`config.mk`:
```
export PLATFORM = sky130hd
export DESIGN_NAME = timed_event_table
export DESIGN_NICKNAME = d
export VERILOG_FILES = /design/src/rtl/tet_pkg.sv /design/src/rtl/tet_ram.sv /design/src/rtl/timed_event_table.sv
export SDC_FILE = /design/constraint.sdc
export NUM_CORES = 2
export LEC_CHECK = 0
export BUFFER_PORTS_ARGS = -buffer_cell sky130_fd_sc_hd__buf_2
export CORE_ASPECT_RATIO = 0.8
export CORE_MARGIN = 2
export CORE_UTILIZATION = 63
export DETAILED_ROUTE_END_ITERATION = 6
export GPL_TIMING_DRIVEN = 0
export PLACE_DENSITY = 0.8
export REMOVE_ABC_BUFFERS = 1
export SYNTH_ARGS = -nofsm -noshare
export SYNTH_HDL_FRONTEND = slang
export SYNTH_SLANG_ARGS = --single-unit
```
`constraint.sdc`:
```
create_clock -name clock -period 12.65 [get_ports clock]
set_clock_uncertainty 0.2 [all_clocks]
set_input_delay 0.6325 -clock clock [delete_from_list [all_inputs] [get_ports clock]]
set_output_delay 0.6325 -clock clock [all_outputs]
set_load 0.02 [all_outputs]
```
`src/rtl/tet_pkg.sv`:
```
package tet_pkg;

   // command codes carried on the input selector
   localparam int CMD_W = 3;
   localparam logic [CMD_W-1:0] CMD_ADD_CB   = 3'd0;
   localparam logic [CMD_W-1:0] CMD_ADD_PIN  = 3'd1;
   localparam logic [CMD_W-1:0] CMD_STOP_ONE = 3'd2;
   localparam logic [CMD_W-1:0] CMD_STOP_ALL = 3'd3;
   localparam logic [CMD_W-1:0] CMD_TICK     = 3'd4;

   // result kinds
   localparam int KIND_W = 2;
   localparam logic [KIND_W-1:0] KIND_DONE = 2'd0;
   localparam logic [KIND_W-1:0] KIND_FIRE = 2'd1;
   localparam logic [KIND_W-1:0] KIND_PIN  = 2'd2;

   localparam int TIME_W  = 32;
   localparam int COUNT_W = 16;
   localparam int PIN_W   = 8;
   localparam int ID_W    = 5;

   localparam logic [COUNT_W-1:0] COUNT_FOREVER = '1;

   // limit on fires reported per tick, and the width of the counter that tracks them
   localparam int MAX_RESULTS = 16;
   localparam int NRES_W      = 5;

   // one table entry as kept in the slot memory
   typedef struct packed {
      logic               is_pin;
      logic [TIME_W-1:0]  start;
      logic [TIME_W-1:0]  interval;
      logic [COUNT_W-1:0] count;
      logic [PIN_W-1:0]   pin;
      logic               level;
   } slot_type;

   // input payload, last field in the lowest bits
   typedef struct packed {
      logic [1:0]         pad;
      logic [ID_W-1:0]    target_id;
      logic               start_level;
      logic [PIN_W-1:0]   pin;
      logic [COUNT_W-1:0] repeat_count;
      logic [TIME_W-1:0]  interval;
      logic [TIME_W-1:0]  now;
   } req_data_type;

   // result payload, last field in the lowest bits
   typedef struct packed {
      logic [1:0]       pad;
      logic             pin_level;
      logic [PIN_W-1:0] pin_res;
      logic [ID_W-1:0]  event_id;
   } rsp_data_type;

endpackage

```
`src/rtl/tet_ram.sv`:
```
module tet_ram #(
   parameter int WIDTH = 8,
   parameter int DEPTH = 16
) (
   input  logic                                   clock,
   input  logic                                   wr_en,
   input  logic [((DEPTH > 1) ? $clog2(DEPTH) : 1)-1:0] wr_addr,
   input  logic [WIDTH-1:0]                       wr_data,
   input  logic                                   rd_en,
   input  logic [((DEPTH > 1) ? $clog2(DEPTH) : 1)-1:0] rd_addr,
   output logic [WIDTH-1:0]                       rd_data
);

   logic [WIDTH-1:0] mem [DEPTH];

   always_ff @(posedge clock) begin
      if (wr_en) begin
         mem[wr_addr] <= wr_data;
      end
   end

   // read data holds while no read is issued
   always_ff @(posedge clock) begin
      if (rd_en) begin
         rd_data <= mem[rd_addr];
      end
   end

endmodule

```
`src/rtl/timed_event_table.sv`:
```
// timed event table: SLOTS timed events (id = slot + 1) driven one command transaction at
// a time. The selector in req_tuser picks add callback event, add pin event, stop one,
// stop all or tick; any other code just answers. Every command answers with at least one
// result transaction and flags its final one with rsp_tlast. An add takes the lowest free
// slot and answers with the id (0 when the table is full); a pin add answers with the
// toggled pin level. A tick walks slots in id order, answering with one result per due
// event with repeats left, MAX_RESULTS at most, or with one empty answer when none fired.
// Event fields live in a single-port-write, registered-read slot memory; the used and
// stopped marks are flip-flops, cleared at reset, so no clearing pass is needed. A tick
// does a first memory read, then one read-modify-write per slot with the next slot's read
// overlapped, then hands over the final result; the walk stalls while the result side
// holds off rsp_tready. An add scans the used marks one slot a cycle; stop and other
// commands answer with a single result. A new command is taken once the previous one has
// handed its last result to the output register.
module timed_event_table #(
   parameter int SLOTS = 16
) (
   input  logic                             clock,
   input  logic                             reset,
   // command channel
   input  logic                             req_tvalid,
   output logic                             req_tready,
   // now[31:0], interval[63:32], repeat_count[79:64], pin[87:80], start_level[88],
   // target_id[93:89], zero fill [95:94]
   input  tet_pkg::req_data_type            req_tdata,
   // cmd[2:0]
   input  logic [tet_pkg::CMD_W-1:0]        req_tuser,
   // result channel
   output logic                             rsp_tvalid,
   input  logic                             rsp_tready,
   // event_id[4:0], pin_res[12:5], pin_level[13], zero fill [15:14]
   output tet_pkg::rsp_data_type            rsp_tdata,
   // result_kind[1:0]
   output logic [tet_pkg::KIND_W-1:0]       rsp_tuser,
   output logic                             rsp_tlast
);

   import tet_pkg::*;

   localparam int IDXW = (SLOTS > 1) ? $clog2(SLOTS) : 1;
   localparam int CNTW = $clog2(SLOTS + 1);
   localparam logic [IDXW-1:0] LAST_IDX  = IDXW'(SLOTS - 1);
   localparam logic [CNTW-1:0] SLOTS_CNT = CNTW'(SLOTS);
   localparam logic [NRES_W-1:0] NRES_MAX = NRES_W'(MAX_RESULTS);
   localparam int ENT_W = $bits(slot_type);

   // sequencer states
   localparam logic [2:0] ST_IDLE     = 3'd0;
   localparam logic [2:0] ST_ADD      = 3'd1;
   localparam logic [2:0] ST_TICK     = 3'd2;
   localparam logic [2:0] ST_TICK_END = 3'd3;
   localparam logic [2:0] ST_REPLY    = 3'd4;

   logic [2:0] state_ff, state_in;

   // captured command
   logic [CMD_W-1:0]   cmd_ff, cmd_in;
   logic [TIME_W-1:0]  now_ff, now_in;
   logic [TIME_W-1:0]  ivl_ff, ivl_in;
   logic [COUNT_W-1:0] cnt_ff, cnt_in;
   logic [PIN_W-1:0]   pin_ff, pin_in;
   logic               lvl_ff, lvl_in;

   // per-slot marks: used, and stopped (count reads as zero until the slot is rewritten)
   logic [SLOTS-1:0] used_ff, used_in;
   logic [SLOTS-1:0] stop_ff, stop_in;

   // add scan and tick walk
   logic [IDXW-1:0]   scan_idx_ff, scan_idx_in;
   logic [CNTW-1:0]   issue_idx_ff, issue_idx_in;   // next slot to read
   logic [IDXW-1:0]   cur_idx_ff, cur_idx_in;       // slot whose data sits on rd_data
   logic              cur_valid_ff, cur_valid_in;
   logic [NRES_W-1:0] nres_ff, nres_in;

   // a fire is held back one step so that the final one can carry tlast
   logic              hold_valid_ff, hold_valid_in;
   logic [KIND_W-1:0] hold_kind_ff, hold_kind_in;
   logic [ID_W-1:0]   hold_id_ff, hold_id_in;
   logic [PIN_W-1:0]  hold_pin_ff, hold_pin_in;
   logic              hold_lvl_ff, hold_lvl_in;

   // output register
   logic              rsp_valid_ff;
   logic [KIND_W-1:0] rsp_kind_ff;
   rsp_data_type      rsp_data_ff;
   logic              rsp_last_ff;

   logic              push;
   logic [KIND_W-1:0] push_kind;
   rsp_data_type      push_data;
   logic              push_last;

   // slot memory port
   logic             wr_en;
   logic [IDXW-1:0]  wr_addr;
   slot_type         wr_ent;
   logic             rd_en;
   logic [IDXW-1:0]  rd_addr;
   logic [ENT_W-1:0] rd_data;
   slot_type         ent;

   logic accept;
   logic out_ok;

   // tick evaluation of the current slot
   logic               used_cur;
   logic [COUNT_W-1:0] cnt_eff;
   logic [TIME_W-1:0]  elapsed;
   logic               due;
   logic               fire;
   logic               report;
   logic [COUNT_W-1:0] cnt_next;
   logic               lvl_next;
   logic               stall;
   logic               proceed;
   logic               issue;
   logic [ID_W-1:0]    cur_id;
   logic [ID_W-1:0]    scan_id;
   logic               scan_free;

   tet_ram #(
      .WIDTH (ENT_W),
      .DEPTH (SLOTS)
   ) u_slot_ram (
      .clock   (clock),
      .wr_en   (wr_en),
      .wr_addr (wr_addr),
      .wr_data (wr_ent),
      .rd_en   (rd_en),
      .rd_addr (rd_addr),
      .rd_data (rd_data)
   );

   assign ent        = slot_type'(rd_data);
   assign req_tready = (state_ff == ST_IDLE);
   assign accept     = req_tvalid & req_tready;
   assign out_ok     = !rsp_valid_ff || rsp_tready;

   assign cur_id  = ID_W'(32'(cur_idx_ff) + 32'd1);
   assign scan_id = ID_W'(32'(scan_idx_ff) + 32'd1);
   assign scan_free = !used_ff[scan_idx_ff];

   // due test uses the wrapped difference against the interval
   assign used_cur = used_ff[cur_idx_ff];
   assign cnt_eff  = stop_ff[cur_idx_ff] ? '0 : ent.count;
   assign elapsed  = now_ff - ent.start;
   assign due      = cur_valid_ff && used_cur && (elapsed >= ent.interval);
   assign fire     = due && (cnt_eff != '0);
   assign report   = fire && (nres_ff < NRES_MAX);
   assign cnt_next = (fire && (cnt_eff != COUNT_FOREVER)) ? cnt_eff - 1'b1 : cnt_eff;
   assign lvl_next = fire ? (ent.level ^ ent.is_pin) : ent.level;

   // a second fire needs the held one moved out first
   assign stall   = report && hold_valid_ff && !out_ok;
   assign proceed = (state_ff == ST_TICK) && cur_valid_ff && !stall;
   assign issue   = (state_ff == ST_TICK) && (!cur_valid_ff || proceed)
                    && (issue_idx_ff < SLOTS_CNT);

   always_comb begin
      state_in      = state_ff;
      cmd_in        = cmd_ff;
      now_in        = now_ff;
      ivl_in        = ivl_ff;
      cnt_in        = cnt_ff;
      pin_in        = pin_ff;
      lvl_in        = lvl_ff;
      used_in       = used_ff;
      stop_in       = stop_ff;
      scan_idx_in   = scan_idx_ff;
      issue_idx_in  = issue_idx_ff;
      cur_idx_in    = cur_idx_ff;
      cur_valid_in  = cur_valid_ff;
      nres_in       = nres_ff;
      hold_valid_in = hold_valid_ff;
      hold_kind_in  = hold_kind_ff;
      hold_id_in    = hold_id_ff;
      hold_pin_in   = hold_pin_ff;
      hold_lvl_in   = hold_lvl_ff;

      wr_en   = 1'b0;
      wr_addr = cur_idx_ff;
      wr_ent  = ent;
      rd_en   = 1'b0;
      rd_addr = issue_idx_ff[IDXW-1:0];

      push      = 1'b0;
      push_kind = KIND_DONE;
      push_data = '0;
      push_last = 1'b0;

      unique case (state_ff)
         ST_IDLE: begin
            if (accept) begin
               cmd_in = req_tuser;
               now_in = req_tdata.now;
               ivl_in = req_tdata.interval;
               cnt_in = req_tdata.repeat_count;
               pin_in = req_tdata.pin;
               lvl_in = req_tdata.start_level;
               unique case (req_tuser)
                  CMD_ADD_CB, CMD_ADD_PIN: begin
                     scan_idx_in = '0;
                     state_in    = ST_ADD;
                  end
                  CMD_TICK: begin
                     issue_idx_in = '0;
                     cur_valid_in = 1'b0;
                     nres_in      = '0;
                     state_in     = ST_TICK;
                  end
                  CMD_STOP_ONE: begin
                     for (int i = 0; i < SLOTS; i++) begin
                        if (used_ff[i] && (32'(req_tdata.target_id) == 32'(i + 1))) begin
                           stop_in[i] = 1'b1;
                        end
                     end
                     state_in = ST_REPLY;
                  end
                  CMD_STOP_ALL: begin
                     stop_in  = stop_ff | used_ff;
                     state_in = ST_REPLY;
                  end
                  default: begin
                     state_in = ST_REPLY;
                  end
               endcase
            end
         end

         ST_ADD: begin
            if (scan_free || (scan_idx_ff == LAST_IDX)) begin
               if (out_ok) begin
                  push      = 1'b1;
                  push_last = 1'b1;
                  if (scan_free) begin
                     wr_en            = 1'b1;
                     wr_addr          = scan_idx_ff;
                     wr_ent.is_pin    = (cmd_ff == CMD_ADD_PIN);
                     wr_ent.start     = now_ff;
                     wr_ent.interval  = ivl_ff;
                     wr_ent.count     = cnt_ff;
                     wr_ent.pin       = (cmd_ff == CMD_ADD_PIN) ? pin_ff : '0;
                     wr_ent.level     = (cmd_ff == CMD_ADD_PIN) ? ~lvl_ff : 1'b0;
                     used_in[scan_idx_ff] = 1'b1;
                     stop_in[scan_idx_ff] = 1'b0;
                     push_data.event_id   = scan_id;
                     if (cmd_ff == CMD_ADD_PIN) begin
                        push_kind           = KIND_PIN;
                        push_data.pin_res   = pin_ff;
                        push_data.pin_level = ~lvl_ff;
                     end
                  end
                  state_in = ST_IDLE;
               end
            end else begin
               scan_idx_in = scan_idx_ff + 1'b1;
            end
         end

         ST_TICK: begin
            if (proceed) begin
               if (due) begin
                  wr_en          = 1'b1;
                  wr_ent.start   = ent.start + ent.interval;
                  wr_ent.count   = cnt_next;
                  wr_ent.level   = lvl_next;
                  stop_in[cur_idx_ff] = 1'b0;
                  if (cnt_next == '0) begin
                     used_in[cur_idx_ff] = 1'b0;
                  end
               end
               if (report) begin
                  if (hold_valid_ff) begin
                     push                = 1'b1;
                     push_kind           = hold_kind_ff;
                     push_data.event_id  = hold_id_ff;
                     push_data.pin_res   = hold_pin_ff;
                     push_data.pin_level = hold_lvl_ff;
                  end
                  hold_valid_in = 1'b1;
                  hold_id_in    = cur_id;
                  hold_kind_in  = ent.is_pin ? KIND_PIN : KIND_FIRE;
                  hold_pin_in   = ent.is_pin ? ent.pin : '0;
                  hold_lvl_in   = ent.is_pin ? lvl_next : 1'b0;
                  nres_in       = nres_ff + 1'b1;
               end
               if (cur_idx_ff == LAST_IDX) begin
                  state_in = ST_TICK_END;
               end
            end
            if (issue) begin
               rd_en        = 1'b1;
               issue_idx_in = issue_idx_ff + 1'b1;
               cur_idx_in   = issue_idx_ff[IDXW-1:0];
               cur_valid_in = 1'b1;
            end else if (proceed) begin
               cur_valid_in = 1'b0;
            end
         end

         ST_TICK_END: begin
            if (out_ok) begin
               push      = 1'b1;
               push_last = 1'b1;
               if (hold_valid_ff) begin
                  push_kind           = hold_kind_ff;
                  push_data.event_id  = hold_id_ff;
                  push_data.pin_res   = hold_pin_ff;
                  push_data.pin_level = hold_lvl_ff;
               end
               hold_valid_in = 1'b0;
               state_in      = ST_IDLE;
            end
         end

         ST_REPLY: begin
            if (out_ok) begin
               push      = 1'b1;
               push_last = 1'b1;
               state_in  = ST_IDLE;
            end
         end

         default: begin
            state_in = ST_IDLE;
         end
      endcase
   end

   // control state
   always_ff @(posedge clock) begin
      if (reset) begin
         state_ff      <= ST_IDLE;
         used_ff       <= '0;
         stop_ff       <= '0;
         cur_valid_ff  <= 1'b0;
         hold_valid_ff <= 1'b0;
         rsp_valid_ff  <= 1'b0;
      end else begin
         state_ff      <= state_in;
         used_ff       <= used_in;
         stop_ff       <= stop_in;
         cur_valid_ff  <= cur_valid_in;
         hold_valid_ff <= hold_valid_in;
         if (push) begin
            rsp_valid_ff <= 1'b1;
         end else if (rsp_tready) begin
            rsp_valid_ff <= 1'b0;
         end
      end
   end

   // payload and walk counters
   always_ff @(posedge clock) begin
      cmd_ff       <= cmd_in;
      now_ff       <= now_in;
      ivl_ff       <= ivl_in;
      cnt_ff       <= cnt_in;
      pin_ff       <= pin_in;
      lvl_ff       <= lvl_in;
      scan_idx_ff  <= scan_idx_in;
      issue_idx_ff <= issue_idx_in;
      cur_idx_ff   <= cur_idx_in;
      nres_ff      <= nres_in;
      hold_kind_ff <= hold_kind_in;
      hold_id_ff   <= hold_id_in;
      hold_pin_ff  <= hold_pin_in;
      hold_lvl_ff  <= hold_lvl_in;
      if (push) begin
         rsp_kind_ff <= push_kind;
         rsp_data_ff <= push_data;
         rsp_last_ff <= push_last;
      end
   end

   assign rsp_tvalid = rsp_valid_ff;
   assign rsp_tdata  = rsp_data_ff;
   assign rsp_tuser  = rsp_kind_ff;
   assign rsp_tlast  = rsp_last_ff;

   // the overlapped read never targets the slot being written back
   a_no_same_entry: assert property (@(posedge clock) disable iff (reset)
      (wr_en && rd_en) |-> (wr_addr != rd_addr))
      else $error("slot memory read and write hit the same entry");

   // a push never overwrites a result that has not been taken
   a_no_overrun: assert property (@(posedge clock) disable iff (reset)
      push |-> (!rsp_valid_ff || rsp_tready))
      else $error("result register overwritten");

   // fetched slot data only exists during a tick walk
   a_cur_in_tick: assert property (@(posedge clock) disable iff (reset)
      cur_valid_ff |-> (state_ff == ST_TICK))
      else $error("slot data valid outside tick walk");

   // a held fire is always flushed before the block goes idle
   a_hold_flushed: assert property (@(posedge clock) disable iff (reset)
      hold_valid_ff |-> ((state_ff == ST_TICK) || (state_ff == ST_TICK_END)))
      else $error("held fire outside tick");

   // reported fires stay within the per-tick limit
   a_nres_limit: assert property (@(posedge clock) disable iff (reset)
      (state_ff == ST_TICK) |-> (nres_ff <= NRES_MAX))
      else $error("too many fires reported");

endmodule
```
==> run summary <==
Status = complete, but fails checks
Failing checks = design-rule violations
WP data required = 12.93 ns
Antenna cells = 0
Detailed Place HPWL = 115000 um
Crit path max fanout = 25
CTS tree = done
Routed WL = 194000 um
Port-buffer cells = 119
CP max-delay cell = o311ai_0
R2R Path Start = u_slot_ram.rd_data[58]
Area contributors post-synth = edfxtp_1 71%, mux4_2 15%, ha_1 1.9%
Ys async rst share = 0
Total track usage = 0.344
Static leakage = 27.3 nW
Final setup viols = 0
DR iter-0 viols = 6900
Synthesized instance count = 3610
Initial antenna violation count = 2
Top-area cell type share of the netlist area = 0.713
Synthesized-area fraction occupied by and/or/nand/nor cells = 0.0320
Hold slack = 0.0587 ns
# placed instances = 5227
EDFF count, synth = 1673
Placer Congestion = 0.899
Worst Hold Class = input port to register
Reg2reg setup slack = 1.00 ns
CTS clock-pin slew for the worst setup and hold paths = 0.07 ns
Prevailing post-synth register cell = edfxtp_1
Vias = 40300
Share of layout cells above drive strength 1 = 0.258
Clk sinks = 1711
Chip width = 378 um
WP data arrival = 11.93 ns
Worst setup path end = u_slot_ram.mem[9][39]
Cell with the most instances after synthesis = edfxtp_1
CP Capture Type = register
IO Count = 124
Congestion Overflow GR = 0
Clk Latency, worst-skew pair = 0.80 ns
Max-slew violations = 0
Synth warnings = 0
Slew of the pin with the lowest slew margin = 1.39 ns
DR pass1 iterations = 7
Avg Inst Size Synth = 19.5 sq um
Setup Buffers After CTS = 0
CP Launch Type = register
Final hold violations = 0
Pwr dens = 151 nW/um^2
Reg2reg end = u_slot_ram.mem[9][39]
Area Overhead vs Synth = 17.1%
Yosys top cell by area = edfxtp_1
Sequential share of the synthesized area = 0.724
Top post-synthesis cells by count = 1673 x edfxtp_1, 461 x mux4_2, 122 x clkbuf_1
Mux cell area share after synthesis = 0.149
RSZ-0062 raised after global routing = false
CP Buf/Inv Count = 6
CTS root buf = clkbuf_16
Largest family of logic cells by synthesized area = multiplexers
Largest stage delay, worst path = 0.98 ns
Finished Layout Cells = 5612
Synth Area in Compound Gates = 0.0497
Longest Clk Path Bufs = 3
Drt wl/cell = 34.5 um
First-pass GRT wire length = 279000 um
Crit Path Category = register to register
Core box area = 111000 sq um
CTS Buf Count = 159
Max-cap violations = 0
Seq pwr share = 0.523
Post-Synth Adder-Cell Area = 0.0194
Fin crit share = 0.921
Fin util = 0.746
Min Tclk post-route = 11.65 ns
Starting density of the core = 0.637
Die area = 114000 sq um
Switching part of the total power = 0.227
Post-synthesis xor/xnor area fraction = 0.00746
Num rows = 109
Vias in the first global route = 40700
Largest delay share family, worst path = compound AO/OA/AOI/OAI gates
Largest net degree at the start of global routing = 49
Vias/cell = 7.19
CP startpoint = u_slot_ram.rd_data[58]
Stages on worst setup path = 28
H-tree Lvls = 4
Routed Antenna Nets = 0
Logic pwr share = 0.081
Number of distinct library cells after synthesis = 99
Layout net count = 4203
FF-to-FF path depth = 28
NetSw = 2.81 mW
Peak VDD IR = 181 uV
Yosys reg bits = 1711
DRC Markers = 20
Die Ht = 303 um
Placed cell areas = 76300 sq um
Max Fclk = 85.9 MHz
Design area = 82500 sq um
Cell Int Power = 9.61 mW
Slew Limit Headroom = 0.0667
Post-Syn Area = 70400 sq um
Total power = 12.4 mW
Clk pwr share = 0.396
==> metal layers <==
layer / track usage / part of all wire
met1: 0.458 / 0.35
met2: 0.553 / 0.49
met3: 0.0797 / 0.12
met4: 0.156 / 0.050
met5: 0 / 0.00012
==> power groups by stage <==
stage | sequential (mW) | clock (mW) | combinational, mW
floorplan | 6.64 | 0 | 0.609
global placement | 6.71 | 0 | 0.897
detailed placement | 6.61 | 0 | 0.918
CTS | 6.50 | 4.94 | 0.967
global route | 6.50 | 5.14 | 1.06
finish | 6.50 | 4.92 | 1.00
==> tightest hold or removal path: stages <==
cell      delay, ns
buf_2          0.09
nand2b_1       0.18
a21oi_1        0.09
==> cell families after synthesis <==
group | after synthesis
DFF | 1711
AOI/OAI and AO/OA | 509
muxes | 473
and+or+nand+nor | 449
buffers and inverters | 299
adders and majority gates | 108
xor gates and xnor gates | 60
other | 1
==> cell type report <==
type                    instances  area, sq um
clock buffers                 186         4240
well taps                    1498         1870
multi-input cells            1601        18300
clock inverters                97          991
fillers                      5787        28100
flip-flops and latches       1711        51000
repair buffers                396         5590
inverters                     123          475
==> timing repair <==
item / in CTS / in global routing
endpoints found under the hold margin: 92 / 0
hold buffers: 92 / 0
gates resized for setup: 0 / 0
==> registers in the layout (all words and copies together), names as in the netlist, 2 cells and up <==
signal,flops
cmd_ff,3
cnt_ff,16
cur_idx_ff,4
hold_id_ff,5
hold_kind_ff,2
hold_pin_ff,8
issue_idx_ff,5
ivl_ff,32
now_ff,32
nres_ff,5
pin_ff,8
rsp_tdata,14
rsp_tuser,2
scan_idx_ff,4
state_ff,3
stop_ff,16
u_slot_ram.mem,1440
u_slot_ram.rd_data,90
used_ff,16
==> through the flow <==
stage,setup TNS (ns),setup WS [ns]
after detailed placement,0,1.68
after global placement,-,-14.53
after floorplan,-374.95,-3.34
after CTS,0,1.44
final,0,1.00
after global routing,0,0.845
==> worst min-delay path by stage <==
stage	slack (ns)	startpoint	end	depth (start not counted)
floorplan	0.25	stop_ff[11]	stop_ff[11]	2
global placement	0.27	stop_ff[11]	stop_ff[11]	2
CTS	0.01	rsp_tready	rsp_tvalid	3
finish	0.06	rsp_tready	rsp_tvalid	3
global route	0.05	rsp_tready	rsp_tvalid	3
detailed placement	0.29	stop_ff[5]	stop_ff[5]	2
==> placed cells by master (no fill, tap or decap), drive strengths merged, types with 10 or more instances in the layout <==
cell and instances:
a222oi 19, clkinv 66, a22oi 37, a311oi 14
a21oi 105, o22a 10, clkbuf 186, nand3 41
or3 12, buf 304, o21bai 12, nor2 114
nor2b 18, mux4 461, a21o 33, nand2 123
dlygate4sd3 92, xor2 23, o21a 13, dfxtp 38
ha 106, edfxtp 1673, o21ai 121, a31oi 19
xnor2 37, and3 27, o211ai 14, and2 12
inv 125, nor3 42, nand2b 12, a22o 20
a211oi 19, bufinv 21
(Power assumes the default switching activity.)
